$ cat config.mk
export PLATFORM = sky130hd
export DESIGN_NAME = hex_object_id_parser
export DESIGN_NICKNAME = d
export VERILOG_FILES = /design/src/hw/rtl/hoidp_pkg.sv /design/src/hw/rtl/hex_object_id_parser.sv
export SDC_FILE = /design/constraint.sdc
export NUM_CORES = 1
export LEC_CHECK = 0
export ABC_CLOCK_PERIOD_IN_PS = 16300
export BUFFER_PORTS_ARGS = -buffer_cell sky130_fd_sc_hd__buf_4
export CAP_MARGIN = 25
export CORE_ASPECT_RATIO = 0.6
export CORE_MARGIN = 2
export CORE_UTILIZATION = 59
export DETAILED_ROUTE_END_ITERATION = 6
export PLACE_DENSITY = 0.8
export SLEW_MARGIN = 30
export SYNTH_ARGS = -nofsm -noshare
export SYNTH_HDL_FRONTEND = slang
export SYNTH_SLANG_ARGS = --single-unit
$ cat constraint.sdc
create_clock -name clk -period 16.3 [get_ports clk]
set_input_delay 1.63 -clock clk [delete_from_list [all_inputs] [get_ports clk]]
set_output_delay 1.63 -clock clk [all_outputs]
set_load 0.01 [all_outputs]
$ cat src/hw/rtl/hoidp_pkg.sv
`timescale 1ns / 1ps
`default_nettype none

package hoidp_pkg;

  localparam int unsigned CHAR_W      = 8;
  localparam int unsigned VALUE_W     = 64;
  localparam int unsigned STOP_W      = 16;
  localparam int unsigned SITE_W      = 16;
  localparam int unsigned EXEC_W      = 24;
  localparam int unsigned CFG_DATA_W  = 24;
  localparam int unsigned CFG_ADDR_W  = 1;
  localparam int unsigned IN_TDATA_W  = 8;
  localparam int unsigned OUT_TDATA_W = 80;

  // Site field sits in bits 63:48, executor field in bits 47:24.
  localparam int unsigned SITE_LSB = 48;
  localparam int unsigned EXEC_LSB = 24;

  // Configuration register indexes
  localparam logic [CFG_ADDR_W-1:0] REG_SITE = 1'd0;
  localparam logic [CFG_ADDR_W-1:0] REG_EXEC = 1'd1;

  localparam logic [CHAR_W-1:0] CHAR_NUL   = 8'h00;
  localparam logic [CHAR_W-1:0] CHAR_ZERO  = 8'h30;
  localparam logic [CHAR_W-1:0] CHAR_NINE  = 8'h39;
  localparam logic [CHAR_W-1:0] CHAR_UC_A  = 8'h41;
  localparam logic [CHAR_W-1:0] CHAR_UC_F  = 8'h46;
  localparam logic [CHAR_W-1:0] CHAR_LC_A  = 8'h61;
  localparam logic [CHAR_W-1:0] CHAR_LC_F  = 8'h66;
  localparam logic [CHAR_W-1:0] CHAR_LC_X  = 8'h78;
  localparam logic [CHAR_W-1:0] CHAR_UC_X  = 8'h58;
  localparam logic [3:0]        LETTER_ADJ = 4'h9;

  function automatic logic is_hex_char(input logic [CHAR_W-1:0] c);
    return ((c >= CHAR_ZERO) && (c <= CHAR_NINE)) ||
           ((c >= CHAR_LC_A) && (c <= CHAR_LC_F)) ||
           ((c >= CHAR_UC_A) && (c <= CHAR_UC_F));
  endfunction

  function automatic logic [3:0] hex_nibble(input logic [CHAR_W-1:0] c);
    logic [3:0] nib;
    nib = (c <= CHAR_NINE) ? c[3:0] : c[3:0] + LETTER_ADJ;
    return nib;
  endfunction

endpackage

`default_nettype wire

$ cat src/hw/rtl/hex_object_id_parser.sv
`timescale 1ns / 1ps
`default_nettype none

// Hex object identifier parser.
// in_*  : one string byte per beat; in_tdata carries the byte, in_tuser flags
//         the first byte of a string. A flagged byte drops any parse underway.
// out_* : one beat per finished string: 64-bit identifier (after site and
//         executor fill/check) and the offset of the first byte not consumed.
// cfg_* : write site (index 0) and executor (index 1); zero disables each.
//         Write only while no string is in flight.
// Throughput: one byte per cycle, limited only by the single output register.
// Latency: the result beat is valid the cycle after the byte that ends the
//         string (zero byte, non-hex byte after a digit, or the last allowed digit).
// Bytes after the end are dropped without a result until the next flagged byte.
// Stall: while out_tvalid is held by a low out_tready, in_tready drops; it
//         follows out_tready in the same cycle, so a taken result frees the
//         register for the next byte without a bubble.
// Reset (synchronous, rst_n low): output empty, parser idle waiting for a
//         flagged byte, both settings cleared.
module hex_object_id_parser
  import hoidp_pkg::*;
#(
  parameter int unsigned MAX_DIGITS  = 16,
  parameter int unsigned OFFSET_BITS = 16
) (
  input  wire logic                   clk,
  input  wire logic                   rst_n,
  input  wire logic                   in_tvalid,
  output      logic                   in_tready,
  input  wire logic [IN_TDATA_W-1:0]  in_tdata,   // [7:0] char_code
  input  wire logic                   in_tuser,   // [0] first_of_string
  output      logic                   out_tvalid,
  input  wire logic                   out_tready,
  output      logic [OUT_TDATA_W-1:0] out_tdata,  // [63:0] id_value, [79:64] stop_offset
  input  wire logic                   cfg_we,
  input  wire logic [CFG_ADDR_W-1:0]  cfg_addr,
  input  wire logic [CFG_DATA_W-1:0]  cfg_wdata
);

  localparam int unsigned DC_W  = $clog2(MAX_DIGITS + 1);
  localparam int unsigned EXT_W = (OFFSET_BITS > STOP_W) ? OFFSET_BITS : STOP_W;
  localparam logic [OFFSET_BITS-1:0] OFFSET_MAX = {OFFSET_BITS{1'b1}};
  localparam logic [DC_W-1:0]        DC_LIMIT   = DC_W'(MAX_DIGITS);

  typedef enum logic [1:0] {
    PH_DONE,
    PH_SKIP,
    PH_DIGITS,
    PH_AFTER_ZERO
  } phase_t;

  phase_t                   phase_r, phase_nxt;
  logic [VALUE_W-1:0]       acc_r, acc_nxt;
  logic [DC_W-1:0]          dc_r, dc_nxt;
  logic [OFFSET_BITS-1:0]   pos_r, pos_nxt;
  logic [SITE_W-1:0]        site_r;
  logic [EXEC_W-1:0]        exec_r;
  logic                     out_valid_r;
  logic [OUT_TDATA_W-1:0]   out_data_r;

  logic                     accept;
  logic [CHAR_W-1:0]        ch;
  logic                     ch_hex;
  logic [3:0]               nib;
  phase_t                   cur_phase;
  logic [VALUE_W-1:0]       cur_acc;
  logic [DC_W-1:0]          cur_dc;
  logic [OFFSET_BITS-1:0]   cur_pos;
  logic [OFFSET_BITS:0]     pos_inc;
  logic [OFFSET_BITS-1:0]   pos_sat;
  logic [DC_W-1:0]          dc_inc;
  logic                     fin;
  logic [OFFSET_BITS-1:0]   fin_off;
  logic [EXT_W-1:0]         fin_off_ext;
  logic [VALUE_W-1:0]       id_site, id_final;

  assign in_tready  = !out_valid_r || out_tready;
  assign accept     = in_tvalid && in_tready;
  assign out_tvalid = out_valid_r;
  assign out_tdata  = out_data_r;

  assign ch     = in_tdata[CHAR_W-1:0];
  assign ch_hex = is_hex_char(ch);
  assign nib    = hex_nibble(ch);

  // A flagged byte starts from a clean skip state.
  assign cur_phase = in_tuser ? PH_SKIP : phase_r;
  assign cur_acc   = in_tuser ? '0 : acc_r;
  assign cur_dc    = in_tuser ? '0 : dc_r;
  assign cur_pos   = in_tuser ? '0 : pos_r;

  assign pos_inc = {1'b0, cur_pos} + {{OFFSET_BITS{1'b0}}, 1'b1};
  assign pos_sat = pos_inc[OFFSET_BITS] ? OFFSET_MAX : pos_inc[OFFSET_BITS-1:0];
  assign dc_inc  = cur_dc + {{(DC_W-1){1'b0}}, 1'b1};

  always_comb begin
    phase_nxt = cur_phase;
    acc_nxt   = cur_acc;
    dc_nxt    = cur_dc;
    fin       = 1'b0;
    fin_off   = cur_pos;
    unique case (cur_phase)
      PH_DONE: begin
      end
      PH_SKIP, PH_AFTER_ZERO, PH_DIGITS: begin
        if (cur_phase == PH_SKIP && in_tuser && ch == CHAR_ZERO) begin
          // Could be a digit or a prefix; decide on the next byte.
          dc_nxt    = {{(DC_W-1){1'b0}}, 1'b1};
          phase_nxt = PH_AFTER_ZERO;
        end else if (cur_phase == PH_SKIP && ch == CHAR_NUL) begin
          fin = 1'b1;
        end else if (cur_phase == PH_SKIP && !ch_hex) begin
          phase_nxt = PH_SKIP;
        end else if (cur_phase == PH_AFTER_ZERO &&
                     (ch == CHAR_LC_X || ch == CHAR_UC_X)) begin
          acc_nxt   = '0;
          dc_nxt    = '0;
          phase_nxt = PH_DIGITS;
        end else if (cur_dc >= DC_LIMIT || !ch_hex) begin
          fin = 1'b1;
        end else begin
          acc_nxt   = {cur_acc[VALUE_W-5:0], nib};
          dc_nxt    = dc_inc;
          phase_nxt = PH_DIGITS;
          if (dc_inc >= DC_LIMIT) begin
            fin     = 1'b1;
            fin_off = pos_sat;
          end
        end
      end
      default: begin
      end
    endcase
    if (fin) begin
      phase_nxt = PH_DONE;
    end
    pos_nxt = (phase_nxt != PH_DONE) ? pos_sat : cur_pos;
  end

  // Site check first, then executor on the possibly modified value.
  always_comb begin
    id_site = acc_nxt;
    if (site_r != '0) begin
      if (acc_nxt[SITE_LSB +: SITE_W] == '0) begin
        id_site[SITE_LSB +: SITE_W] = site_r;
      end else if (acc_nxt[SITE_LSB +: SITE_W] != site_r) begin
        id_site = '0;
      end
    end
    id_final = id_site;
    if (exec_r != '0) begin
      if (id_site[EXEC_LSB +: EXEC_W] == '0) begin
        id_final[EXEC_LSB +: EXEC_W] = exec_r;
      end else if (id_site[EXEC_LSB +: EXEC_W] != exec_r) begin
        id_final = '0;
      end
    end
  end

  assign fin_off_ext = EXT_W'(fin_off);

  always_ff @(posedge clk) begin
    if (!rst_n) begin
      phase_r     <= PH_DONE;
      acc_r       <= '0;
      dc_r        <= '0;
      pos_r       <= '0;
      site_r      <= '0;
      exec_r      <= '0;
      out_valid_r <= 1'b0;
    end else begin
      if (cfg_we) begin
        unique case (cfg_addr)
          REG_SITE: site_r <= cfg_wdata[SITE_W-1:0];
          REG_EXEC: exec_r <= cfg_wdata[EXEC_W-1:0];
          default: begin
          end
        endcase
      end
      if (out_valid_r && out_tready) begin
        out_valid_r <= 1'b0;
      end
      if (accept) begin
        phase_r <= phase_nxt;
        acc_r   <= acc_nxt;
        dc_r    <= dc_nxt;
        pos_r   <= pos_nxt;
        if (fin) begin
          out_valid_r <= 1'b1;
          out_data_r  <= {fin_off_ext[STOP_W-1:0], id_final};
        end
      end
    end
  end

endmodule

`default_nettype wire

After elaboration in Yosys (flattened, before gate mapping)
Index checks and enable logic that the tools add are counted.
{"block": "word_totals", "inputBits": 39, "regBits": 208}
{"block": "classes", "bitwise": 1, "eq_ne": 8, "muxes": 52, "n_lt_le_gt_ge": 8, "addsub": 3, "n_reduce_logical": 27}
{"cell": "2-to-1 mux 64 bit", "n": 11}
{"cell": "2-to-1 mux 16 bit", "n": 12}
{"cell": "2-to-1 mux 24 bit", "n": 2}
{"cell": "2-to-1 mux 48 bit", "n": 1}
{"cell": "2-to-1 mux 5 bit", "n": 7}
{"cell": "logical NOT 24 bit", "n": 1}
{"cell": "!= test 24 bit", "n": 1}
{"cell": "nonzero test 24 bit", "n": 1}
{"cell": "adder 16 x 1 -> 17 bit (second input constant)", "n": 1}
{"cell": "equality test 8 x 7 -> 1 bit (second input constant)", "n": 2}
{"cell": ">= comparator 8 x 7 -> 1 bit (second input constant)", "n": 2}
{"cell": "<= comparator 8 x 7 -> 1 bit (second input constant)", "n": 2}
{"cell": "logical NOT 16 bit", "n": 1}
{"cell": "2-to-1 mux 2 bit", "n": 8}
{"cell": "!= test 16 bit", "n": 1}
{"cell": "nonzero test 16 bit", "n": 1}
{"cell": ">= comparator 5 bit (second input constant)", "n": 2}
{"cell": "logical AND 1 bit", "n": 10}
{"cell": "2-to-1 mux 1 bit", "n": 10}
{"cell": "equality test 8 x 6 -> 1 bit (second input constant)", "n": 1}
{"cell": ">= comparator 8 x 6 -> 1 bit (second input constant)", "n": 1}
{"cell": "<= comparator 8 x 6 -> 1 bit (second input constant)", "n": 1}
{"cell": "logical NOT 8 bit", "n": 1}
{"cell": "adder 5 x 1 -> 5 bit (second input constant)", "n": 1}
{"cell": "other kinds (11)", "n": 18}

Longest topological paths before layout
Gate-level depths: netlist of run 1.
{"block": "depth", "word_depth": 20, "depth_mapped": 18, "depth_no_buf": 13}

Least setup slack after synthesis of run 1
No wires, ideal clock.
{"block": "synth_path", "path_kind": "in2reg", "start": "input port in_tdata[0]", "end": "register out_valid_r, in the netlist out_tvalid", "path_stages": 10, "setup_ns": 0.123, "t_required_ns": 16.177, "arrival_time_ns": 12.514, "slack_ns": 3.663, "path_cell_list": "inv_1 -> ha_1 -> nor3b_2 -> o22a_1 -> nor3_1 -> clkbuf_1 -> nor3_1 -> o21ai_0 -> nor4b_1 -> o21bai_1"}
{"block": "synth_between", "elab_chain_len": 14, "word_cells_on_any_way": 30, "classes_between": "order compare: 6; eq/ne: 3; mux: 8; reduce/logical: 13"}
{"element": "start: declaration", "line_no": "hex_object_id_parser.sv:30", "text": "input wire logic [IN_TDATA_W-1:0] in_tdata,"}
{"element": ">= comparator 8 x 6 -> 1 bit, or another cell as far along", "line_no": "hoidp_pkg.sv:36", "text": "return ((c >= CHAR_ZERO) && (c <= CHAR_NINE)) ||"}
{"element": "logical AND 1 bit, on equally long branches", "line_no": "hoidp_pkg.sv:36, hoidp_pkg.sv:37"}
{"element": "logical OR 1 bit", "line_no": "hoidp_pkg.sv:36"}
{"element": "logical OR 1 bit", "line_no": "hoidp_pkg.sv:37", "text": "((c >= CHAR_LC_A) && (c <= CHAR_LC_F)) ||"}
{"element": "logical NOT 1 bit", "line_no": "hex_object_id_parser.sv:112, hex_object_id_parser.sv:119"}
{"element": "logical OR 1 bit", "line_no": "hex_object_id_parser.sv:119", "text": "end else if (cur_dc >= DC_LIMIT || !ch_hex) begin"}
{"element": "2-to-1 mux 1 bit", "line_no": "hex_object_id_parser.sv:119"}
{"element": "2-to-1 mux 1 bit", "line_no": "hex_object_id_parser.sv:114", "text": "end else if (cur_phase == PH_AFTER_ZERO &&"}
{"element": "2-to-1 mux 1 bit", "line_no": "hex_object_id_parser.sv:112", "text": "end else if (cur_phase == PH_SKIP && !ch_hex) begin"}
{"element": "2-to-1 mux 1 bit", "line_no": "hex_object_id_parser.sv:110", "text": "end else if (cur_phase == PH_SKIP && ch == CHAR_NUL) begin"}
{"element": "2-to-1 mux 1 bit (*)", "line_no": "hex_object_id_parser.sv:106", "text": "if (cur_phase == PH_SKIP && in_tuser && ch == CHAR_ZERO) begin"}
{"element": "2-to-1 mux 1 bit (*)", "line_no": "hex_object_id_parser.sv:102", "text": "unique case (cur_phase)"}
{"element": "2-to-1 mux 1 bit (*)", "line_no": "hex_object_id_parser.sv:188", "text": "if (fin) begin"}
{"element": "2-to-1 mux 1 bit (*)", "line_no": "hex_object_id_parser.sv:183", "text": "if (accept) begin"}
{"element": "end signal: assignment", "line_no": "hex_object_id_parser.sv:170", "text": "out_valid_r <= 1'b0;"}
{"element": "end signal: assignment", "line_no": "hex_object_id_parser.sv:181", "text": "out_valid_r <= 1'b0;"}
{"element": "end signal: assignment", "line_no": "hex_object_id_parser.sv:189", "text": "out_valid_r <= 1'b1;"}
{"element": "end: declaration", "line_no": "hex_object_id_parser.sv:58", "text": "logic out_valid_r;"}
Every way passes the cells marked *; elsewhere a longest branch is shown, timed or not.
A chain may end at the register's enable or synchronous reset.

Final worst setup path of run 1
{"block": "layout_path", "start": "input port in_tdata[4]", "end": "register out_data_r[58], in the netlist out_tdata[58], data pin"}
{"block": "layout_between", "elab_chain_len": 20, "word_cells_on_any_way": 39, "classes_between": "order compare: 6; eq/ne: 5; mux: 13; reduce/logical: 15"}
{"element": ">= comparator 8 x 6 -> 1 bit, or another cell as far along", "line_no": "hoidp_pkg.sv:36"}
{"element": "logical AND 1 bit, on equally long branches", "line_no": "hoidp_pkg.sv:36, hoidp_pkg.sv:37"}
{"element": "logical OR 1 bit", "line_no": "hoidp_pkg.sv:36"}
{"element": "logical OR 1 bit", "line_no": "hoidp_pkg.sv:37"}
{"element": "logical NOT 1 bit", "line_no": "hex_object_id_parser.sv:112, hex_object_id_parser.sv:119"}
{"element": "logical OR 1 bit", "line_no": "hex_object_id_parser.sv:119"}
{"element": "2-to-1 mux 64 bit", "line_no": "hex_object_id_parser.sv:119"}
{"element": "2-to-1 mux 64 bit", "line_no": "hex_object_id_parser.sv:114"}
{"element": "[... 5 more ...]"}
{"element": "2-to-1 mux 64 bit", "line_no": "hex_object_id_parser.sv:146", "text": "end else if (acc_nxt[SITE_LSB +: SITE_W] != site_r) begin"}
{"element": "2-to-1 mux 48 bit", "line_no": "hex_object_id_parser.sv:144", "text": "if (acc_nxt[SITE_LSB +: SITE_W] == '0) begin"}
{"element": "2-to-1 mux 64 bit (*)", "line_no": "hex_object_id_parser.sv:143", "text": "if (site_r != '0) begin"}
{"element": "!= test 24 bit", "line_no": "hex_object_id_parser.sv:154", "text": "end else if (id_site[EXEC_LSB +: EXEC_W] != exec_r) begin"}
{"element": "2-to-1 mux 64 bit", "line_no": "hex_object_id_parser.sv:154"}
{"element": "2-to-1 mux 16 bit", "line_no": "hex_object_id_parser.sv:152", "text": "if (id_site[EXEC_LSB +: EXEC_W] == '0) begin"}
{"element": "2-to-1 mux 64 bit (*)", "line_no": "hex_object_id_parser.sv:151", "text": "if (exec_r != '0) begin"}
{"element": "via id_final[58]", "line_no": "hex_object_id_parser.sv:75", "text": "logic [VALUE_W-1:0] id_site, id_final;"}
{"element": "end signal: assignment", "line_no": "hex_object_id_parser.sv:190", "text": "out_data_r <= {fin_off_ext[STOP_W-1:0], id_final};"}
{"element": "end: declaration", "line_no": "hex_object_id_parser.sv:59", "text": "logic [OUT_TDATA_W-1:0] out_data_r;"}
The timed path passes the listed nets; every way through them passes the cells marked *.

==> results.sh, run 1 <==
export IMPL_synthFlopType="dfxtp_1"
export IMPL_initial_core_util_pct=59.7
export IMPL_fin_crit_sh_pct=37.6
export IMPL_maxCapViolations=0
export IMPL_synth_edf_count=80
export IMPL_cts_sinks=208
export IMPL_worstMarginPinSlew_ns=1.03
export IMPL_area_growth_synth_to_final_pct=15.7
export IMPL_synthArstFlopShare_pct=0
export IMPL_synth_area_leaders="dfxtp_1 (24%), edfxtp_1 (23%), a22oi_1 (6.3%)"
export IMPL_die_h_um=108
export IMPL_max_freq_mhz=163
export IMPL_synthCells=1201
export IMPL_die_area_um2=19200
export IMPL_grt_usage_pct=31.3
export IMPL_drive_above_1_share_pct=15.5
export IMPL_hp_class="flip-flop to flip-flop"
export IMPL_wl_per_cell_um=20.2
export IMPL_fin_ws_ns=10.17
export IMPL_drtAntennaViolNets=0
export IMPL_drc_errors=0
export IMPL_post_cts_buffers=0
export IMPL_startpoint_type="primary input"
export IMPL_ys_warn_count=0
export IMPL_crit_fanout=27
export IMPL_max_stage_delay_ns=0.68
export IMPL_whs_ns=0.479
export IMPL_grt_max_degree=105
export IMPL_cts_buffers=20
export IMPL_cp_required_ns=16.51
export IMPL_nets=1310
export IMPL_ys_ff_latch=208
export IMPL_startpoint="in_tdata[4]"
export IMPL_leakagePower_nw=4.62
export IMPL_nFillCells=1456
export IMPL_dp_slack_ns=9.56
export IMPL_core_um2=17900
export IMPL_rsz0062_at_grt="no"
export IMPL_die_x_um=178
export IMPL_rrSetupSlack_ns=11.51
export IMPL_stdcell_count=1518
export IMPL_hold_viol=0
export IMPL_dp_hpwl_mm=20.7
export IMPL_io_pins=121
export IMPL_critPathCaptureType="flip-flop"
export IMPL_critPathKind="primary input to flip-flop"
export IMPL_grt_overflow=0
export IMPL_clockBufferDepth=3
export IMPL_drt_iter0_drc=1261
export IMPL_path_clk_slew_ns=0.06
export IMPL_viasPerCell=6.56
export IMPL_cts_tree="done"
export IMPL_cts_resized=0
export IMPL_holdBufCountCts=0
export IMPL_diodes=0
export IMPL_holdCritStartpoint="dc_r[2]"
export IMPL_firstDrtPassIters=6
export IMPL_r2r_start="phase_r[0]"
export IMPL_gp_congestion=0.946
export IMPL_layout_min_cycle_time_ns=6.13
export IMPL_dp_cells=1483
export IMPL_avgSynthCellArea_um2=8.89
export IMPL_grt_pass1_vias=8692
export IMPL_skew_ns=0.0225
export IMPL_crit_arrival_ns=6.34
export IMPL_numPortBuffers=120
export IMPL_cpMostUsedCell="nor4_4"
export IMPL_grt_pass1_wl_mm=47.5
export IMPL_synth_cell_types=74
export IMPL_finalSetupViolCount=0
export IMPL_fp_row_count=38
export IMPL_wirelength_mm=30.6
export IMPL_vias=9952
export IMPL_outcome="finished, final reports clean"
export IMPL_power_mw=1.14
export IMPL_htree_levels=1
export IMPL_synth_fp_nets=1246
export IMPL_yosysSeqAreaShare_pct=46.5
export IMPL_antenna_found_initial=1
export IMPL_clkLatencyLatePin_ns=0.51
export IMPL_cp_slowest_cell="nor4_4"
export IMPL_synth_area_um2=10700
export IMPL_slew_headroom_pct=30.8
export IMPL_vdd_drop_max_uv=71.7
export IMPL_setup_tns_ns=0
export IMPL_multi_input_area_um2=5360
export IMPL_synth_largest_area_cell="dfxtp_1"
export IMPL_seq_area_um2=4960
export IMPL_cts_root_buf="clkbuf_16"
export IMPL_worstPathCellList="buf_4 > or4b_4 > nor4_4 > nand2_1 > nand4_1 > a21oi_1 > or4_4 > nor4_4 > nand4_4 > and3_2 > nor3_4 > nor2_1"
export IMPL_synth_top_area_share_pct=24.0
export IMPL_p_per_area_nw_per_um2=91.9
export IMPL_drv_slew=0
## per-stage QoR
step / area [um^2] / utilization [%]
2_1_floorplan: 10700 / -
3_3_place_gp: 11600 / 65.0
3_5_place_dp: 11700 / 65.2
4_1_cts: 12300 / 69.0
5_1_grt: 12400 / 69.1
6_report: 12400 / 69.1
## state kept, by name (all words and copies together) (netlist names)
register    flops
out_tdata      80
acc_r          64
exec_r         24
pos_r          16
site_r         16
dc_r            5
phase_r         2
out_tvalid      1
## kinds of logic (layout without fill, tap and decap cells)
kind of cell	count (synthesis)	after routing	synth area share, %
buffers and inverters	106	183	4.23
adders and majority gates	6	6	0.703
DFF	208	208	46.5
AOI/OAI and AO/OA	357	357	23.2
xor gates and xnor gates	30	30	2.46
and+or+nand+nor	494	494	22.9
## path summary, 6_finish.rpt
check / cells past startpoint / endpoint
setup / recovery: 12 / out_tdata[58]
hold / removal: 2 / dc_r[2]
setup reg to reg: 11 / out_tdata[58]
hold reg to reg: 2 / dc_r[2]
## critical path: cells and delay by family
family | cells | cell delay, ns
buf+inv | 1 | 0.14
simple gates | 10 | 4.47
compound gates | 1 | 0.10
## power breakdown
part	total (mW)	internal (mW)	switching, mW	leakage [nW]
clock	0.479	0.279	0.200	0.338
sequential	0.558	0.547	0.0108	1.84
combinational	0.0977	0.0330	0.0647	2.44
## final cells by class
type | instances | area share [%]
multi-input cells | 887 | 43.3
flip-flops and latches | 208 | 40.2
repair buffers | 132 | 8.05
clock buffers | 28 | 4.96
well taps | 240 | 2.43
clock inverters | 7 | 0.537
inverters | 16 | 0.496
## cells in the mapped netlist, types with 25 or more instances
cell type,n
edfxtp_1,80
nor4_1,25
o21ai_0,34
a21oi_1,93
nand2_1,127
a22o_1,36
clkbuf_1,73
nand3_1,26
dfxtp_1,128
nor3_1,61
a22oi_1,90
nor2_1,153
## metal layers
| metal | up-vias | wire length [um] | track usage, % |
|---|---|---|---|
| met5 | - | 13 | 0 |
| met4 | 2 | 367 | 6.26 |
| met3 | 45 | 3600 | 7.52 |
| met2 | 565 | 12400 | 42.9 |
| met1 | 4717 | 14200 | 49.5 |
| li1 | 4623 | - | - |
## cell usage in the layout, fill, tap and decap left out, types with 5 or more instances in the layout
cell	synthesis	final
nor3_1	61	58
o21ai_0	34	34
ha_1	6	6
or2_2	5	5
nand2_1	127	127
o2111a_1	7	7
a32oi_1	7	7
and4_1	9	9
o2111ai_1	6	6
xnor2_1	13	13
buf_4	4	131
nand4b_1	7	7
dfxtp_1	128	128
nor2b_1	12	11
nand2b_1	10	9
o22ai_1	9	9
nor2_1	153	153
a311oi_1	6	6
clkbuf_16	0	22
a31oi_1	12	11
a211oi_1	9	9
a22oi_1	90	90
xor2_1	17	17
o21a_1	11	11
a21oi_1	93	93
inv_1	16	15
a22o_1	36	36
or3_1	7	7
edfxtp_1	80	80
and3_1	6	5
nand3_1	26	26
nand4_1	13	13
nor4_1	25	23
Power figures use the tool's default switching activity.
==> run 2: changes to the inputs <==
--- a/config.mk
+++ b/config.mk
@@ -5,14 +5,14 @@
 export SDC_FILE = /design/constraint.sdc
 export NUM_CORES = 1
 export LEC_CHECK = 0
-export ABC_CLOCK_PERIOD_IN_PS = 16300
+export ABC_CLOCK_PERIOD_IN_PS = 5050
 export BUFFER_PORTS_ARGS = -buffer_cell sky130_fd_sc_hd__buf_4
 export CAP_MARGIN = 25
 export CORE_ASPECT_RATIO = 0.6
 export CORE_MARGIN = 2
-export CORE_UTILIZATION = 59
+export CORE_UTILIZATION = 53
 export DETAILED_ROUTE_END_ITERATION = 6
-export PLACE_DENSITY = 0.8
+export PLACE_DENSITY = 0.76
 export SLEW_MARGIN = 30
 export SYNTH_ARGS = -nofsm -noshare
 export SYNTH_HDL_FRONTEND = slang
==> constraint.sdc (replaced) <==
create_clock -name clk -period 5.05 [get_ports clk]
set_input_delay 0.505 -clock clk [delete_from_list [all_inputs] [get_ports clk]]
set_output_delay 0.505 -clock clk [all_outputs]
set_load 0.01 [all_outputs]
==> results.sh, run 2 (synthesis results as in run 1) <==
export IMPL_diodes=0
export IMPL_cp_slowest_cell="or4b_4"
export IMPL_max_freq_mhz=235
export IMPL_grt_pass1_wl_mm=49.2
export IMPL_layout_min_cycle_time_ns=4.25
export IMPL_startpoint="in_tdata[4]"
export IMPL_leakagePower_nw=4.74
export IMPL_cp_required_ns=5.39
export IMPL_layout_commonest_cell="nor2_1"
export IMPL_firstDrtPassIters=5
export IMPL_fin_crit_sh_pct=84.1
export IMPL_grt_pass1_vias=8621
export IMPL_die_x_um=187
export IMPL_io_pins=121
export IMPL_holdCritStartpoint="cfg_wdata[17]"
export IMPL_post_cts_buffers=0
export IMPL_worstPathCellList="buf_4 > or4b_4 > or4_1 > buf_4 > a211oi_4 > buf_4 > a22o_1 > xor2_1 > nor4_1 > nand4_1 > a31oi_1 > nor2_1 > buf_4 > nor3_1"
export IMPL_p_per_area_nw_per_um2=302
export IMPL_finalSetupViolCount=0
export IMPL_vias=9993
export IMPL_antenna_found_initial=0
export IMPL_grt_overflow=0
export IMPL_whs_ns=0.237
export IMPL_cpMostUsedCell="buf_4"
export IMPL_skew_ns=0.0136
export IMPL_drc_errors=0
export IMPL_critPathCaptureType="flip-flop"
export IMPL_outcome="finished, final reports clean"
export IMPL_rrSetupSlack_ns=0.83
export IMPL_max_stage_delay_ns=0.55
export IMPL_rsz0062_at_grt="no"
export IMPL_worstMarginPinSlew_ns=0.939
export IMPL_die_h_um=114
export IMPL_final_cell_mix="nor2_1 (153), buf_4 (151), dfxtp_1 (128)"
export IMPL_numPortBuffers=120
export IMPL_die_area_um2=21300
export IMPL_drv_slew=0
export IMPL_htree_levels=1
export IMPL_nets=1331
export IMPL_hp_class="primary input to flip-flop"
export IMPL_largest_register_ffs=80
export IMPL_critPathBufInv=4
export IMPL_dp_hpwl_mm=22.2
export IMPL_drive_above_1_share_pct=16.9
export IMPL_vdd_drop_max_uv=248
export IMPL_crit_arrival_ns=4.58
export IMPL_viasPerCell=6.35
export IMPL_maxCapViolations=0
export IMPL_core_um2=19900
export IMPL_critPathKind="primary input to flip-flop"
export IMPL_r2r_start="phase_r[0]"
export IMPL_gp_congestion=0.951
export IMPL_cts_buffers=21
export IMPL_crit_fanout=24
export IMPL_startpoint_type="primary input"
export IMPL_wl_per_cell_um=20.0
export IMPL_holdBufCountCts=0
export IMPL_hold_viol=0
export IMPL_slew_headroom_pct=37.2
export IMPL_grt_max_degree=73
export IMPL_cts_tree="done"
export IMPL_cts_resized=0
export IMPL_clkLatencyLatePin_ns=0.51
export IMPL_grt_usage_pct=28.9
export IMPL_area_growth_synth_to_final_pct=18.4
export IMPL_nFillCells=1692
export IMPL_initial_core_util_pct=53.7
export IMPL_setup_tns_ns=0
export IMPL_cts_root_buf="clkbuf_16"
export IMPL_critPathTopFamily="simple AND/OR/NAND/NOR gates"
export IMPL_clockBufferDepth=3
export IMPL_fp_row_count=40
export IMPL_drt_iter0_drc=1382
export IMPL_cts_sinks=208
export IMPL_wirelength_mm=31.5
export IMPL_path_clk_slew_ns=0.07
export IMPL_drtAntennaViolNets=0
-- run 2: cell types whose count changed in the layout (fill, tap and decap cells not counted), sizes merged --
cell / delta
buf: +20
bufinv: +1
clkbuf: +2
clkinv: -3
clkinvlp: +2
inv: +1
-- run 2: area by class of cell --
class                      instances  area [um^2]  area share [%]
clock buffer                      30          653            5.17
tap                              273          342            2.70
multi-input combinational        887         5350            42.3
timing repair buffer             152         1150            9.12
inverter                          16         85.1           0.673
sequential                       208         4960            39.3
clock inverter                     8         96.3           0.762
-- run 2: path summary, 6_finish.rpt --
path / end / depth (start not counted)
setup / recovery: out_tdata[7] / 14
hold / removal: exec_r[17] / 3
setup reg to reg: out_tdata[7] / 14
hold reg to reg: dc_r[2] / 2
-- run 2: metal layers --
layer | vias to the layer above | routed length, um | track usage [%]
li1 | 4658 | - | -
met1 | 4760 | 15300 | 46.8
met2 | 539 | 12500 | 39.1
met3 | 36 | 3300 | 6.22
met4 | 0 | 359 | 4.66
met5 | - | 0 | 0
-- run 2: power breakdown --
group,total [mW],leakage (nW),switching (mW),internal [mW]
registers,1.80,1.84,0.0338,1.77
clock network,1.68,0.361,0.676,1.01
logic,0.330,2.54,0.215,0.115
total,3.81,4.74,0.924,2.89
-- run 2: worst register-to-register path: stages (launching register included) --
cell     delay (ns)
dfxtp_1        0.51
nor2_1         0.19
or2_1          0.32
nor4_1         0.31
buf_4          0.26
nor3_2         0.06
buf_4          0.28
a22oi_1        0.53
xnor2_1        0.11
nor4_1         0.30
nand4_1        0.30
a31oi_1        0.37
nor2_1         0.07
buf_4          0.22
nor3_1         0.23
-- run 2: per-stage QoR --
step	cells	worst slack (ns)	cell area (um^2)	util (%)	power [mW]
2_1_floorplan	1201	-0.0281	10800	-	2.04
3_3_place_gp	1536	0.516	11900	59.8	2.15
3_5_place_dp	1536	0.435	11900	59.8	2.16
4_1_cts	1574	0.944	12600	63.6	3.82
5_1_grt	1574	0.577	12600	63.6	3.92
6_report	1574	0.802	12600	63.6	3.81
==> run 3: changes to the inputs <==
--- a/config.mk
+++ b/config.mk
@@ -5,14 +5,14 @@
 export SDC_FILE = /design/constraint.sdc
 export NUM_CORES = 1
 export LEC_CHECK = 0
-export ABC_CLOCK_PERIOD_IN_PS = 5050
+export ABC_CLOCK_PERIOD_IN_PS = 4000
 export BUFFER_PORTS_ARGS = -buffer_cell sky130_fd_sc_hd__buf_4
 export CAP_MARGIN = 25
 export CORE_ASPECT_RATIO = 0.6
 export CORE_MARGIN = 2
-export CORE_UTILIZATION = 53
+export CORE_UTILIZATION = 59
 export DETAILED_ROUTE_END_ITERATION = 6
-export PLACE_DENSITY = 0.76
+export PLACE_DENSITY = 0.8
 export SLEW_MARGIN = 30
 export SYNTH_ARGS = -nofsm -noshare
 export SYNTH_HDL_FRONTEND = slang
==> constraint.sdc (replaced) <==
create_clock -name clk -period 4 [get_ports clk]
set_input_delay 0.4 -clock clk [delete_from_list [all_inputs] [get_ports clk]]
set_output_delay 0.4 -clock clk [all_outputs]
set_load 0.01 [all_outputs]
==> results.sh, run 3 (synthesis results as in run 1) <==
export IMPL_clkLatencyLatePin_ns=0.51
export IMPL_fin_area_um2=12900
export IMPL_viasPerCell=6.51
export IMPL_htree_levels=1
export IMPL_cts_root_buf="clkbuf_16"
export IMPL_path_clk_slew_ns=0.07
export IMPL_wirelength_mm=31.5
export IMPL_antenna_found_initial=0
export IMPL_drc_errors=10
export IMPL_critPathKind="primary input to flip-flop"
export IMPL_power_mw=4.71
export IMPL_p_per_area_nw_per_um2=364
export IMPL_fin_crit_sh_pct=95.7
export IMPL_grt_overflow=0
export IMPL_vias=10300
export IMPL_fin_ws_ns=0.174
export IMPL_drv_slew=0
export IMPL_crit_fanout=24
export IMPL_hold_viol=0
export IMPL_cts_tree="done"
export IMPL_layout_commonest_cell="buf_4"
export IMPL_grt_usage_pct=32.2
export IMPL_dp_slack_ns=-0.228
export IMPL_crit_arrival_ns=4.15
export IMPL_die_area_um2=19200
export IMPL_wl_per_cell_um=20.0
export IMPL_die_x_um=178
export IMPL_fp_row_count=38
export IMPL_final_cell_mix="buf_4 (184), nor2_1 (153), nand2_1 (127), dfxtp_1 (127), a21oi_1 (93)"
export IMPL_dp_hpwl_mm=21.9
export IMPL_max_freq_mhz=261
export IMPL_maxCapViolations=0
export IMPL_slew_headroom_pct=45.2
export IMPL_largest_register_ffs=80
export IMPL_rsz0062_at_grt="no"
export IMPL_initial_core_util_pct=59.7
export IMPL_critPathCaptureType="flip-flop"
export IMPL_startpoint_type="primary input"
export IMPL_cts_buffers=20
export IMPL_cp_required_ns=4.32
export IMPL_finalSetupViolCount=0
export IMPL_diodes=0
export IMPL_outcome="complete, but fails checks"
export IMPL_stdcell_count=1578
export IMPL_dp_cells=1541
export IMPL_drt_iter0_drc=1631
export IMPL_grt_pass1_vias=9043
export IMPL_nFillCells=1379
export IMPL_worstMarginPinSlew_ns=0.822
export IMPL_numPortBuffers=120
export IMPL_layout_min_cycle_time_ns=3.83
export IMPL_violations="DRC"
export IMPL_drive_above_1_share_pct=19.7
export IMPL_leakagePower_nw=4.94
export IMPL_grt_max_degree=82
export IMPL_vdd_drop_max_uv=272
export IMPL_gp_congestion=0.932
export IMPL_place_area_um2=12200
export IMPL_firstDrtPassIters=7
export IMPL_die_h_um=108
export IMPL_skew_ns=0.0252
export IMPL_core_um2=17900
export IMPL_cts_sinks=208
export IMPL_grt_pass1_wl_mm=49.3
export IMPL_drtAntennaViolNets=0
export IMPL_io_pins=121
export IMPL_clockBufferDepth=3
export IMPL_hp_class="primary input to flip-flop"
export IMPL_area_growth_synth_to_final_pct=21.0
export IMPL_nets=1369
## run 3: cell types whose count changed in the layout (fill, tap and decap cells not counted), sizes merged
cell	previous run	this run
clkinv	4	9
clkinvlp	2	0
buf	152	191
clkbuf	30	25
## run 3: area by class of cell
cell class / count / area, um^2 / share of cell area, %
clock buffers: 25 / 574 / 4.45
inverters: 16 / 85.1 / 0.659
repair buffers: 191 / 1520 / 11.8
clock inverters: 11 / 109 / 0.843
well taps: 240 / 300 / 2.32
multi-input cells: 887 / 5360 / 41.5
flip-flops and latches: 208 / 4970 / 38.4
## run 3: final timing paths
| check | from | slack [ns] | endpoint | depth (start not counted) |
|---|---|---|---|---|
| setup / recovery | in_tdata[1] | 0.17 | out_tdata[20] | 16 |
| hold reg to reg | dc_r[2] | 0.48 | dc_r[2] | 2 |
| hold / removal | cfg_wdata[18] | 0.13 | exec_r[18] | 3 |
| setup reg to reg | phase_r[0] | 0.27 | out_tdata[20] | 13 |
## run 3: metal layers
| metal | global-route usage [%] | share of wire, % | wire, um |
|---|---|---|---|
| met2 | 43.7 | 40 | 12600 |
| met1 | 50.6 | 47 | 14700 |
| met5 | 0 | 0 | 0 |
| met4 | 6.79 | 1.8 | 554 |
| met3 | 8.37 | 12 | 3650 |
## run 3: repair_timing
| action | 4_1_cts | 5_1_grt |
|---|---|---|
| endpoints found under the setup margin | 0 | 64 |
| hold buffers | 0 | 0 |
| gates resized for setup | 0 | 3 |
| buffers inserted | 0 | 1 |
| endpoints found under the hold margin | 0 | 0 |
## run 3: power breakdown
| group | internal, mW | switching (mW) |
|---|---|---|
| clock network | 1.15 | 0.837 |
| logic | 0.169 | 0.278 |
| registers | 2.23 | 0.0421 |
## run 3: critical path, cell delays in order
cell and delay (ns):
buf_4 0.16, inv_16 0.06, ha_1 0.17, nor2_1 0.09
a211oi_1 0.32, nand3_1 0.40, a2111oi_0 0.67, buf_4 0.23
o21a_1 0.12, o22ai_1 0.06, nor4_1 0.34, nand4_1 0.26
a31oi_1 0.30, nor2_1 0.13, buf_12 0.18, nor3_1 0.24
## run 3: stage by stage
stage               setup TNS (ns)  hold WS [ns]  utilization (%)
floorplan                   -79.38         0.445                -
global placement            -0.333         0.458             68.3
detailed placement           -9.48         0.471             68.3
CTS                              0         0.138             72.1
global route                     0         0.144             72.3
finish                           0         0.134             72.3
